## config.mk

```make
export PLATFORM = sky130hd
export DESIGN_NAME = mrc_cell
export DESIGN_NICKNAME = d
export VERILOG_FILES = /design/src/hw/rtl/message_result_cache_macros.svh /design/src/hw/rtl/mrc_pkg.sv /design/src/hw/rtl/mrc_cell.sv
export SDC_FILE = /design/constraint.sdc
export NUM_CORES = 1
export LEC_CHECK = 0
export BUFFER_PORTS_ARGS = -buffer_cell sky130_fd_sc_hd__clkbuf_2
export CORE_AREA = 5 5 162 164
export DETAILED_ROUTE_END_ITERATION = 12
export DIE_AREA = 0 0 167 169
export GPL_TIMING_DRIVEN = 0
export PLACE_DENSITY = 0.75
export SYNTH_ARGS = -nofsm -noshare
export SYNTH_HDL_FRONTEND = slang
export SYNTH_SLANG_ARGS = --single-unit
export TNS_END_PERCENT = 1
```

## constraint.sdc

```tcl
create_clock -name i_clk -period 5.55 [get_ports i_clk]
set_input_delay 0.8325 -clock i_clk [delete_from_list [all_inputs] [get_ports i_clk]]
set_output_delay 0.8325 -clock i_clk [all_outputs]
set_load 0.1 [all_outputs]
```

## src/hw/rtl/message_result_cache_macros.svh

```systemverilog
// Assertion macros shared by the message result cache RTL.
`ifndef MESSAGE_RESULT_CACHE_MACROS_SVH
`define MESSAGE_RESULT_CACHE_MACROS_SVH

// Checks a property at every rising clock edge outside reset.
`define MRC_ASSERT(lbl, prop, msg) \
    lbl: assert property (@(posedge i_clk) disable iff (!i_rst_n) prop) else $error(msg);

// Checks a property at every rising clock edge, reset included.
`define MRC_ASSERT_ALWAYS(lbl, prop, msg) \
    lbl: assert property (@(posedge i_clk) prop) else $error(msg);

`endif

```

## src/hw/rtl/mrc_pkg.sv

```systemverilog
// Types, codes and defaults shared by the message result cache modules.
package mrc_pkg;

    localparam int NUM_ENTRIES_DEF = 32;
    localparam int STORE_BYTES_DEF = 16;
    localparam int HASH_BITS_DEF   = 128;
    localparam int IDX_MAX_W       = 10;
    localparam int KEY_W           = 128;

    localparam logic [7:0] MODE_FREE   = 8'h00;
    localparam logic [5:0] CNT_FIRST   = 6'h01;
    localparam logic [5:0] CNT_LAST    = 6'h3D;
    localparam logic [5:0] CNT_PERM    = 6'h3E;
    localparam logic [5:0] CNT_GOOD    = 6'h3F;
    localparam logic [7:0] MODE_QUEUED = 8'h40;
    localparam logic [7:0] MODE_WAIT   = 8'h80;
    localparam logic [5:0] MAX_FAIL_RST = 6'd2;

    typedef enum logic [1:0] {
        OP_LOOKUP = 2'd0,
        OP_REPORT = 2'd1,
        OP_CLEAR  = 2'd2,
        OP_NONE   = 2'd3
    } t_op;

    typedef enum logic [3:0] {
        ST_NEW     = 4'd0,
        ST_RETRY   = 4'd1,
        ST_HIT     = 4'd2,
        ST_PERM    = 4'd3,
        ST_BUSY    = 4'd4,
        ST_REC_OK  = 4'd5,
        ST_REC_BAD = 4'd6,
        ST_BAD_ID  = 4'd7,
        ST_CLEARED = 4'd8
    } t_status;

    typedef enum logic [2:0] {
        S_IDLE,
        S_SEARCH,
        S_MISS,
        S_REPORT,
        S_RESP
    } t_state;

    typedef struct packed {
        logic                 load;
        logic [IDX_MAX_W-1:0] load_idx;
        logic                 shift;
        logic                 clear;
        logic                 we_hash;
        logic                 we_mode;
        logic                 we_pay;
        logic [KEY_W-1:0]     hash;
        logic [7:0]           mode;
        logic [127:0]         pay;
    } t_cell_cmd;

    typedef struct packed {
        logic         free;
        logic         match;
        logic [7:0]   mode;
        logic [127:0] pay;
    } t_cell_rsp;

    typedef struct packed {
        t_status     status;
        logic [5:0]  queue_id;
        logic [5:0]  fail_count;
        logic [63:0] pay_hi;
        logic [63:0] pay_lo;
        logic        wake;
    } t_result;

endpackage

```

## src/hw/rtl/mrc_cell.sv

```systemverilog
// One cache slot of the ring: hash, mode and payload, plus the walking search token.
module mrc_cell #(
    parameter int IDX       = 0,
    parameter int HASH_BITS = mrc_pkg::HASH_BITS_DEF,
    parameter int PAY_W     = 8 * mrc_pkg::STORE_BYTES_DEF
) (
    input  logic               i_clk,
    input  logic               i_rst_n,
    input  mrc_pkg::t_cell_cmd i_cmd,
    input  logic               i_tok,
    output logic               o_tok,
    output mrc_pkg::t_cell_rsp o_rsp
);

    logic                 r_tok;
    logic                 n_tok;
    logic [7:0]           r_mode;
    logic [HASH_BITS-1:0] r_hash;
    logic [PAY_W-1:0]     r_pay;

    always_comb begin
        if (i_cmd.load) begin
            n_tok = (i_cmd.load_idx == mrc_pkg::IDX_MAX_W'(IDX));
        end else if (i_cmd.shift) begin
            n_tok = i_tok;
        end else begin
            n_tok = r_tok;
        end
    end

    always_ff @(posedge i_clk) begin
        if (!i_rst_n) begin
            r_tok  <= 1'b0;
            r_mode <= mrc_pkg::MODE_FREE;
        end else begin
            r_tok <= n_tok;
            if (i_cmd.clear) begin
                r_mode <= mrc_pkg::MODE_FREE;
            end else if (r_tok && i_cmd.we_mode) begin
                r_mode <= i_cmd.mode;
            end
        end
    end

    always_ff @(posedge i_clk) begin
        if (i_cmd.clear) begin
            r_hash <= '0;
        end else if (r_tok && i_cmd.we_hash) begin
            r_hash <= i_cmd.hash[HASH_BITS-1:0];
        end
        if (r_tok && i_cmd.we_pay) begin
            r_pay <= i_cmd.pay[PAY_W-1:0];
        end
    end

    assign o_tok = r_tok;

    always_comb begin
        o_rsp       = '0;
        o_rsp.free  = r_tok && (r_mode == mrc_pkg::MODE_FREE);
        o_rsp.match = r_tok && (r_hash == i_cmd.hash[HASH_BITS-1:0]);
        o_rsp.mode  = r_tok ? r_mode : 8'h00;
        o_rsp.pay   = r_tok ? 128'(r_pay) : 128'h0;
    end

endmodule

```

# [Word-level counts from Yosys, hierarchy flattened]
# Cells that the tools add are included.
[classes] eq_ne=1 mux=4 n_bitwise=1 n_reduce_logical=9
[op_table] cell="$eq 128x128->1" n=1
[op_table] cell="$mux 128" n=1
[op_table] cell="$logic_not 10->1" n=1
[op_table] cell="$logic_not 8->1" n=1
[op_table] cell="$mux 8" n=1
[op_table] cell="$logic_and 1x1->1" n=5
[op_table] cell="$mux 1" n=2
[op_table] cell="$reduce_bool 2->1" n=1
[op_table] cell="$reduce_or 2->1" n=1
[op_table] cell="$not 1->1" n=1
[word_totals] reg_bits=265 in_bits=283 out_inout_bits=139 elab_cells=19

# [Logic depth before layout (Yosys ltp)]
# Gate-level depths: netlist of the first run.
[logic_depth] ltp_word=2 ltp_mapped=6 ltp_nobuf=5

# [Worst setup path before layout of the first run]
# OpenSTA, ideal clock, no wires.
[synth_path] path_type="register -> output" startpoint="reg r_tok, in the netlist o_tok" endpoint="out o_rsp[137] (netlist name)" t_arrival_ps=4607 path_slack_ps=111 path_stages_with_launch=4 n_path_buf=2 path_cell_list="dfxtp_1 clkbuf_1 clkbuf_1 nor4b_1"
[synth_rtl] item="start, declared" line_no="mrc_cell.sv:15" rtl="logic r_tok;"
[synth_rtl] item="start signal, assigned" line_no="mrc_cell.sv:36" rtl="r_tok <= n_tok;"
[synth_rtl] item="end, declared" line_no="mrc_cell.sv:12" rtl="output mrc_pkg::t_cell_rsp o_rsp"

==> summary.txt, run 1 <==
Run status
  – Outcome: completed

Setup path
  – CP required: 4.72 ns
  – Type of destination of the critical path: output pin
  – CP Launch Type: primary input
  – CP max FO: 2
  – Data arrival, critical path: 2.97 ns
  – CP Class: in -> out

Min path
  – Hold WC Path Type: in -> reg

Route
  – Antenna Nets Post-Route: 0
  – Final wirelength: 39,010 um
  – Routed len/inst: 20.33 um
  – Drt drc: 0
  – Via count: 9,752
  – Vias/cell: 5.082
  – DR pass1 iterations: 5
  – Initial DRC count: 790

Floorplan
  – Top-Level Pins: 422
  – Full die area: 28,220 um2
  – Initial Util: 0.4503
  – Core Area: 24,750 um2
  – Die H: 169 um
  – Die Span X: 167 um
  – Row count: 58

Synth
  – Netlist cell types: 32
  – Synthesized area per cell: 9.995 um2
  – Cell Area, Synth: 11,140 um2
  – Post-synthesis sequential area ratio: 0.5910
  – Cells after synthesis: 1,115
  – Synth Net Count: 1,398
  – Register bit count reported by yosys: 265
  – Synth warnings: 0

GRT
  – First-pass GRT wire length: 56,640 um
  – Vias in the first global route: 9,527
  – GRT overflow: 0
  – Largest net degree at the start of global routing: 68
  – Antenna violations before repair: 6
  – All-Layer GR Usage: 0.2620

Final layout
  – Fraction of layout cells with a size suffix above 1: 0.2987
  – FILL cells: 2,197
  – Fin area: 14,560 um2
  – Register area: 6586 um2
  – P&R area growth vs syn: 30.61%
  – Area of the multi-input gates: 4228 um2
  – Final Non-Filler Cells: 1,919
  – Final Util: 0.5882
  – Fin nets: 1,850

STA
  – RSZ-0062 raised after global routing: no
  – Share of the clock period used by the worst path: 0.6847
  – Slew Limit Fails: 0
  – Slew HR: 0.3992
  – Final WS setup: 1.750 ns
  – WHS: 0.4573 ns
  – Fmax: 263.2 MHz
  – Minimum clock period: 3.800 ns
  – Clk_skew: 0.02419 ns
  – Setup-failing EPs final: 0
  – Setup TNS Final: 0 ns
  – Final Hold Fails: 0
  – Slew at the pin closest to its max-slew limit: 0.9011 ns

Power and ir drop
  – P_leak: 5.794 nW
  – Peak supply drop: 0.2514 mV
  – Pwr Density: 295.2 nW/um2
  – Power Total: 4.297 mW

Place
  – Area after DPL: 13,690 um2
  – Gpl congestion: 0.9914
  – Placed Cells incl. Taps: 1,866
  – Port bufs: 420
  – Detailed Place HPWL: 31,100 um
  – Worst slack, placed: 1.810 ns

Job
  – Max_cap viols: 0

CTS
  – Post-CTS sizing: 0
  – CTS root buf: clkbuf_16
  – Post CTS Setup Buffer Count: 0
  – CTS tree: built
  – CTS Buf Count: 29
  – Worst skew pair latency: 0.55 ns
  – Clock Sink Count: 265
  – CTS H-tree lvls: 1
  – Post-CTS Hold Buffers: 0
  – Reg clk slew, reported paths: 0.06 ns
  – Clock buffer depth: 3
## synth_stat cells (all sizes together)
cell type | count | share of area
nand2 | 270 | 0.091
and2 | 139 | 0.078
dfxtp | 137 | 0.25
a21oi | 136 | 0.061
edfxtp | 128 | 0.34
xnor2 | 68 | 0.053
clkbuf | 50 | 0.017
nand2b | 38 | 0.021
inv | 26 | 0.0088
nand4 | 20 | 0.011
nor4 | 18 | 0.012
nor2b | 15 | 0.0091
o2111ai | 12 | 0.0094
xor2 | 12 | 0.0094
buf | 11 | 0.0043
nand3 | 9 | 0.0040
a2111o | 5 | 0.0051
a22o | 4 | 0.0031
o22ai | 4 | 0.0022
nor2 | 3 | 0.0010
o2bb2ai | 3 | 0.0024
a221o | 1 | 0.00090
and2b | 1 | 0.00067
mux2i | 1 | 0.00090
nor3 | 1 | 0.00045
nor4b | 1 | 0.00079
o21ai | 1 | 0.00045
o221ai | 1 | 0.0013
## cell families after synthesis
logic type,synth area share
simple gates,0.2294
mux,0.0008982
buf+inv,0.02986
compound gates,0.08600
flops,0.5910
xor+xnor,0.06287
## layout make-up
type | count | area share
clock inverters | 8 | 0.002837
diodes | 2 | 0.0003438
plain buffers | 61 | 0.01616
flip-flops and latches | 265 | 0.4525
repair buffers | 421 | 0.1463
well taps | 330 | 0.02837
multi-input cells | 763 | 0.2905
clock buffers | 43 | 0.05631
inverters | 26 | 0.006705
## final timing paths
kind                                  from         end  slack [ns]  cells past startpoint
worst max-delay path            i_cmd[182]  o_rsp[136]        1.75                      7
worst max register to register       o_tok   r_pay[81]        2.87                      4
worst min-delay path             i_cmd[82]   r_pay[82]        0.46                      1
worst min register to register  r_hash[70]  r_hash[70]        0.46                      2
## layout by cell type (no fill, tap or decap), types with 5 or more instances in the layout
cell       netlist  layout
a21oi_1        136     136
clkbuf_2         0     420
a2111o_1         5       5
buf_2            5       5
nand4_1         20      20
nand2b_1        38      38
nor4_1          15      15
nand3_1          9       9
clkbuf_1        50      58
nand2_1        270     270
o2111ai_1       12      12
xor2_1          12      12
edfxtp_1       128     128
and2_1         139     138
clkbuf_16        0      29
buf_1            6       6
dfxtp_1        137     137
xnor2_1         68      68
inv_1           24      24
nor2b_1         14      14
## registers in the layout, indices dropped and copies added (netlist names)
name	cells
r_mode	8
o_tok	1
r_pay	128
r_hash	128
## per-layer routing
| layer | global-route usage | wire (um) | vias up |
|---|---|---|---|
| met5 | 0 | 42 | - |
| met1 | 0.2986 | 14180 | 4557 |
| met2 | 0.4639 | 19430 | 452 |
| li1 | - | - | 4642 |
| met4 | 0.1067 | 1766 | 8 |
| met3 | 0.07450 | 3595 | 93 |
## where the power goes
part | switching (mW) | internal [mW] | leakage, nW
Clock | 0.757 | 1.01 | 0.428
Combinational | 0.293 | 0.144 | 3.10
Sequential | 0.0121 | 2.08 | 2.26
Total | 1.06 | 3.23 | 5.79
## critical path, stage by stage
cell and delay, ns:
clkbuf_2 0.10, xnor2_1 0.43, nand4_1 0.16, nor4_1 0.37, nand4_1 0.17, nor4_2 0.38, clkbuf_2 0.52
(Power assumes the default switching activity.)
==> run 2: changes to the inputs <==
==> constraint.sdc (replaced) <==
create_clock -name i_clk -period 3.54 [get_ports i_clk]
set_input_delay 0.531 -clock i_clk [delete_from_list [all_inputs] [get_ports i_clk]]
set_output_delay 0.531 -clock i_clk [all_outputs]
set_load 0.1 [all_outputs]
==> run 2 against run 1 <==
Final area increased by 0.51%. Critical path type is now reg -> out. Flip-flop and latch count unchanged. Core utilization increased by 0.30 points. Worst hold slack got worse by 0.28 ns. Combinational power increased by 57%. Final cell count about the same. Die area unchanged. Clock power increased by 62%. Sequential power increased by 56%.
==> summary.txt, run 2 (same netlist as run 1, synthesis figures left out) <==
Run status
  – Outcome: completed

Route
  – Final wirelength: 38,190 um
  – Routed len/inst: 19.89 um
  – Drt drc: 0
  – Vias/cell: 5.109
  – DR pass1 iterations: 6
  – Initial DRC count: 747
  – Antenna Nets Post-Route: 0
  – Via count: 9,809

Min path
  – Hold WC Path Type: in -> reg
  – Hold Crit Depth: 1
  – Hold path endpoint: r_pay[0]
  – Hold_sp: i_cmd[0]

Setup path
  – CP required: 3.01 ns
  – CP Launch Type: flop
  – Top cell by count, worst path: nand4_1
  – Reg2reg start: o_tok
  – Type of destination of the critical path: output pin
  – Worst-path cell with the longest stage delay: clkbuf_2
  – R2R Setup Slk: 1.00 ns
  – CP max FO: 2
  – Reg-to-Reg End: r_pay[25]
  – R2R depth: 5
  – CP Class: reg -> out
  – CP Cell Sequence: xnor2_1 > nand4_1 > nor4_1 > nand4_1 > nor4_2 > clkbuf_2
  – Max incr delay on CP: 0.52 ns
  – Data arrival, critical path: 2.89 ns

STA
  – Minimum clock period: 3.421 ns
  – Final Hold Fails: 0
  – Clk_skew: 0.006246 ns
  – Fmax: 292.3 MHz
  – Slew at the pin closest to its max-slew limit: 0.7345 ns
  – RSZ-0062 raised after global routing: no
  – Share of the clock period used by the worst path: 0.9665
  – Setup-failing EPs final: 0
  – Setup TNS Final: 0 ns
  – Slew Limit Fails: 0
  – Slew HR: 0.5103

Final layout
  – Fin nets: 1,850
  – FILL cells: 2,162
  – Area of the multi-input gates: 4234 um2
  – P&R area growth vs syn: 31.27%
  – Fraction of layout cells with a size suffix above 1: 0.3008
  – Most common cell after layout, fill and taps aside: clkbuf_2
  – Final Non-Filler Cells: 1,920
  – Commonest non-fill, non-tap cells in the layout: 421 x clkbuf_2, 270 x nand2_1, 138 x and2_1
  – Largest regs: r_hash x128, r_pay x128, r_mode x8
  – Register area: 6586 um2

CTS
  – Clock buffer depth: 3
  – Worst skew pair latency: 0.52 ns
  – Post-CTS Hold Buffers: 0
  – Reg clk slew, reported paths: 0.06 ns
  – Clock Sink Count: 265
  – CTS root buf: clkbuf_16
  – CTS Buf Count: 28
  – CTS tree: built
  – CTS H-tree lvls: 1
  – Post CTS Setup Buffer Count: 0
  – Post-CTS sizing: 0

Power and ir drop
  – Peak supply drop: 0.2824 mV
  – P_leak: 5.826 nW
  – Pwr Density: 467.0 nW/um2

Floorplan
  – Full die area: 28,220 um2
  – Die Span X: 167 um
  – Initial Util: 0.4503
  – Row count: 58
  – Die H: 169 um
  – Core Area: 24,750 um2
  – Top-Level Pins: 422

Place
  – Port bufs: 420
  – Gpl congestion: 0.9456
  – Placed Cells incl. Taps: 1,867
  – Detailed Place HPWL: 30,530 um

GRT
  – Largest net degree at the start of global routing: 55
  – First-pass GRT wire length: 55,810 um
  – All-Layer GR Usage: 0.2556
  – GRT overflow: 0
  – Vias in the first global route: 9,572
  – Antenna violations before repair: 5

Job
  – Max_cap viols: 0
==> run 2: how the worst max path moves through the flow <==
stage	from	endpoint	slack [ns]	depth (start not counted)
final	r_hash[60]	o_rsp[136]	0.12	6
after detailed placement	i_cmd[196]	o_rsp[136]	0.34	7
after global placement	o_tok	r_pay[28]	-0.30	3
after CTS	r_hash[60]	o_rsp[136]	0.08	6
after floorplan	o_tok	o_rsp[136]	-0.38	5
after global routing	o_tok	o_rsp[1]	0.03	5
==> run 2: where the power goes <==
| group | switching (mW) | internal, mW | total, mW |
|---|---|---|---|
| registers | 0.0190 | 3.26 | 3.27 |
| logic | 0.458 | 0.226 | 0.684 |
| clock network | 1.17 | 1.71 | 2.87 |
==> run 2: final cells by class <==
cell class,instances,share of cell area
Clock buffer,41,0.05465
Multi-Input combinational cell,763,0.2894
Antenna cell,1,0.0001711
Timing Repair Buffer,422,0.1475
Tap cell,330,0.02822
Clock inverter,11,0.007099
Inverter,26,0.006671
Buffer,61,0.01608
Sequential cell,265,0.4502
==> run 2: worst max-delay path, delay by kind of cell, from the launching register on <==
kind	cells	cell delay, ns
and+or+nand+nor	4	1.12
DFF	1	0.31
xor gates and xnor gates	1	0.40
buffers and inverters	1	0.52
==> run 2: metrics by stage <==
stage / setup slack (ns) / cell area (um2) / hold WS, ns / power (mW) / utilization
final: 0.1186 / 14630 / 0.1741 / 6.832 / 0.5912
after global routing: 0.03479 / 14630 / 0.1440 / 7.073 / 0.5911
after CTS: 0.07798 / 14630 / 0.1526 / 6.883 / 0.5911
after detailed placement: 0.3386 / 13720 / 0.4472 / 4.020 / 0.5546
after global placement: -0.2987 / 13670 / 0.4414 / 4.006 / 0.5523
after floorplan: -0.3803 / 11150 / 0.4363 / 3.715 / -
==> run 2: per-layer routing <==
layer,part of all wire,global-route usage,vias to the layer above
met5,0.0019,0,-
met4,0.044,0.1039,10
met3,0.092,0.06843,89
met2,0.49,0.4507,462
met1,0.37,0.2959,4601
li1,-,-,4647
==> run 3: changes to the inputs <==
--- a/config.mk
+++ b/config.mk
@@ -6,11 +6,13 @@
 export NUM_CORES = 1
 export LEC_CHECK = 0
 export BUFFER_PORTS_ARGS = -buffer_cell sky130_fd_sc_hd__clkbuf_2
-export CORE_AREA = 5 5 162 164
+export CORE_ASPECT_RATIO = 0.8
+export CORE_MARGIN = 5
+export CORE_UTILIZATION = 49
 export DETAILED_ROUTE_END_ITERATION = 12
-export DIE_AREA = 0 0 167 169
 export GPL_TIMING_DRIVEN = 0
-export PLACE_DENSITY = 0.75
+export HOLD_SLACK_MARGIN = 0.05
+export PLACE_DENSITY = 0.8
 export SYNTH_ARGS = -nofsm -noshare
 export SYNTH_HDL_FRONTEND = slang
 export SYNTH_SLANG_ARGS = --single-unit
==> run 3 against run 2 <==
Critical path depth decreased by 1. Final area increased by 0.38%. Routed wire length increased by 3.5%. Register-to-register slack got worse by 0.16 ns. Sequential share of layout area decreased by 0.17 points. Combinational power increased by 0.7%. Core utilization increased by 6.3 points.
==> summary.txt, run 3 (same netlist as run 1, synthesis figures left out) <==
Run status
  – Outcome: completed

GRT
  – GRT overflow: 0
  – Vias in the first global route: 9,410
  – Antenna violations before repair: 2
  – Largest net degree at the start of global routing: 74
  – All-Layer GR Usage: 0.2922
  – First-pass GRT wire length: 56,350 um

Setup path
  – CP Cell Sequence: clkbuf_1 > clkbuf_2 > clkbuf_1 > and2_1 > clkbuf_2
  – Worst-path cell with the longest stage delay: clkbuf_2
  – Type of destination of the critical path: output pin
  – CP max FO: 10
  – R2R Setup Slk: 0.84 ns
  – CP Launch Type: flop
  – CP required: 3.01 ns
  – Max incr delay on CP: 0.49 ns
  – CP Class: reg -> out
  – Data arrival, critical path: 2.89 ns

Route
  – Initial DRC count: 778
  – Antenna Nets Post-Route: 0
  – DR pass1 iterations: 5
  – Routed len/inst: 20.89 um
  – Drt drc: 0
  – Via count: 9,853
  – Vias/cell: 5.208
  – Final wirelength: 39,530 um

STA
  – RSZ-0062 raised after global routing: no
  – Fmax: 292.4 MHz
  – Minimum clock period: 3.419 ns
  – Slew Limit Fails: 0
  – Slew at the pin closest to its max-slew limit: 0.9805 ns
  – WHS: 0.1717 ns
  – Clk_skew: 0.01711 ns
  – Setup-failing EPs final: 0
  – Final Hold Fails: 0
  – Slew HR: 0.3464
  – Share of the clock period used by the worst path: 0.9660
  – Final WS setup: 0.1205 ns

Final layout
  – Largest regs: r_hash x128, r_pay x128, r_mode x8
  – Final Util: 0.6544
  – Fraction of layout cells with a size suffix above 1: 0.3035
  – Fin nets: 1,848
  – Final Non-Filler Cells: 1,892
  – P&R area growth vs syn: 31.76%
  – Commonest non-fill, non-tap cells in the layout: 420 x clkbuf_2, 270 x nand2_1, 138 x and2_1
  – Most common cell after layout, fill and taps aside: clkbuf_2

CTS
  – CTS Buf Count: 27
  – Worst skew pair latency: 0.53 ns
  – Post CTS Setup Buffer Count: 0
  – Clock Sink Count: 265
  – Post-CTS Hold Buffers: 0
  – CTS tree: built
  – Reg clk slew, reported paths: 0.07 ns
  – CTS H-tree lvls: 1
  – Clock buffer depth: 3
  – CTS root buf: clkbuf_16

Power and ir drop
  – Peak supply drop: 0.3083 mV
  – Power Total: 7.192 mW
  – Sw power: 1.708 mW
  – Seq pwr share: 0.456
  – Switching part of the total: 0.2375
  – Clock power frac: 0.449
  – Comb pwr share: 0.096
  – Pwr Density: 489.8 nW/um2
  – Internal power: 5.484 mW
  – P_leak: 5.859 nW

Min path
  – Hold WC Path Type: in -> reg

Place
  – Placed Cells incl. Taps: 1,842
  – Detailed Place HPWL: 31,640 um
  – Worst slack, placed: 0.4237 ns
  – Port bufs: 420
  – Gpl congestion: 0.9055

Floorplan
  – Row count: 49
  – Die H: 144.9 um
  – Die Span X: 178.6 um
  – Top-Level Pins: 422
  – Full die area: 25,880 um2
  – Core Area: 22,440 um2
  – Initial Util: 0.4967

Job
  – Max_cap viols: 0
==> run 3: cell types whose count changed in the layout (fill, tap and decap cells not counted), moves of 3 or more <==
cell and change:
bufinv_16 +5, clkbuf_1 -5, clkinv_1 -3, clkinv_2 -3, clkinvlp_4 +3
==> run 3: worst paths after layout <==
path                            startpoint          to  cells after the start
worst max register to register       o_tok   r_pay[59]                      4
worst min register to register  r_hash[73]  r_hash[73]                      2
worst max-delay path                 o_tok    o_rsp[3]                      5
worst min-delay path            i_cmd[109]  r_pay[109]                      1
==> run 3: power groups by stage <==
stage	logic, mW	registers (mW)	clock network, mW
detailed placement	0.679	3.34	0
global placement	0.666	3.34	0
global route	0.727	3.28	3.41
CTS	0.684	3.28	3.27
finish	0.689	3.28	3.23
floorplan	0.375	3.34	0
==> run 3: per-stage QoR <==
stage | instance area, um2 | TNS [ns]
2_1_floorplan | 11150 | -0.5631
3_3_place_gp | 13640 | -18.81
3_5_place_dp | 13670 | 0
4_1_cts | 14680 | 0
5_1_grt | 14680 | 0
6_report | 14680 | 0
==> run 3: cell type report <==
class	count	area (um2)
fill	1826	7755
sequential	265	6586
multi-input combinational	763	4234
timing repair buffer	421	2130
clock buffer	32	737.0
tap	306	382.9
clock inverter	17	277.8
buffer	61	236.5
inverter	26	97.59
antenna	1	2.502
==> run 3: metal layers <==
metal  wire length, um  track usage  up-vias
met4              1420      0.09003        0
met5                 0            0        -
li1                  -            -     4639
met3              4133      0.07792       76
met2             18320       0.4823      474
met1             15650       0.3806     4664
==> run 3: worst max-delay path, delay by kind of cell (launching register included) <==
| kind | cells | cell delay [ns] |
|---|---|---|
| buffers and inverters | 4 | 1.68 |
| AND/OR/NAND/NOR | 1 | 0.31 |
| flip-flops | 1 | 0.35 |
==> run 3: repair_timing <==
action	in CTS	in global routing
gates resized for setup	1	1
setup endpoints to repair	6	1
endpoints found under the hold margin	0	0
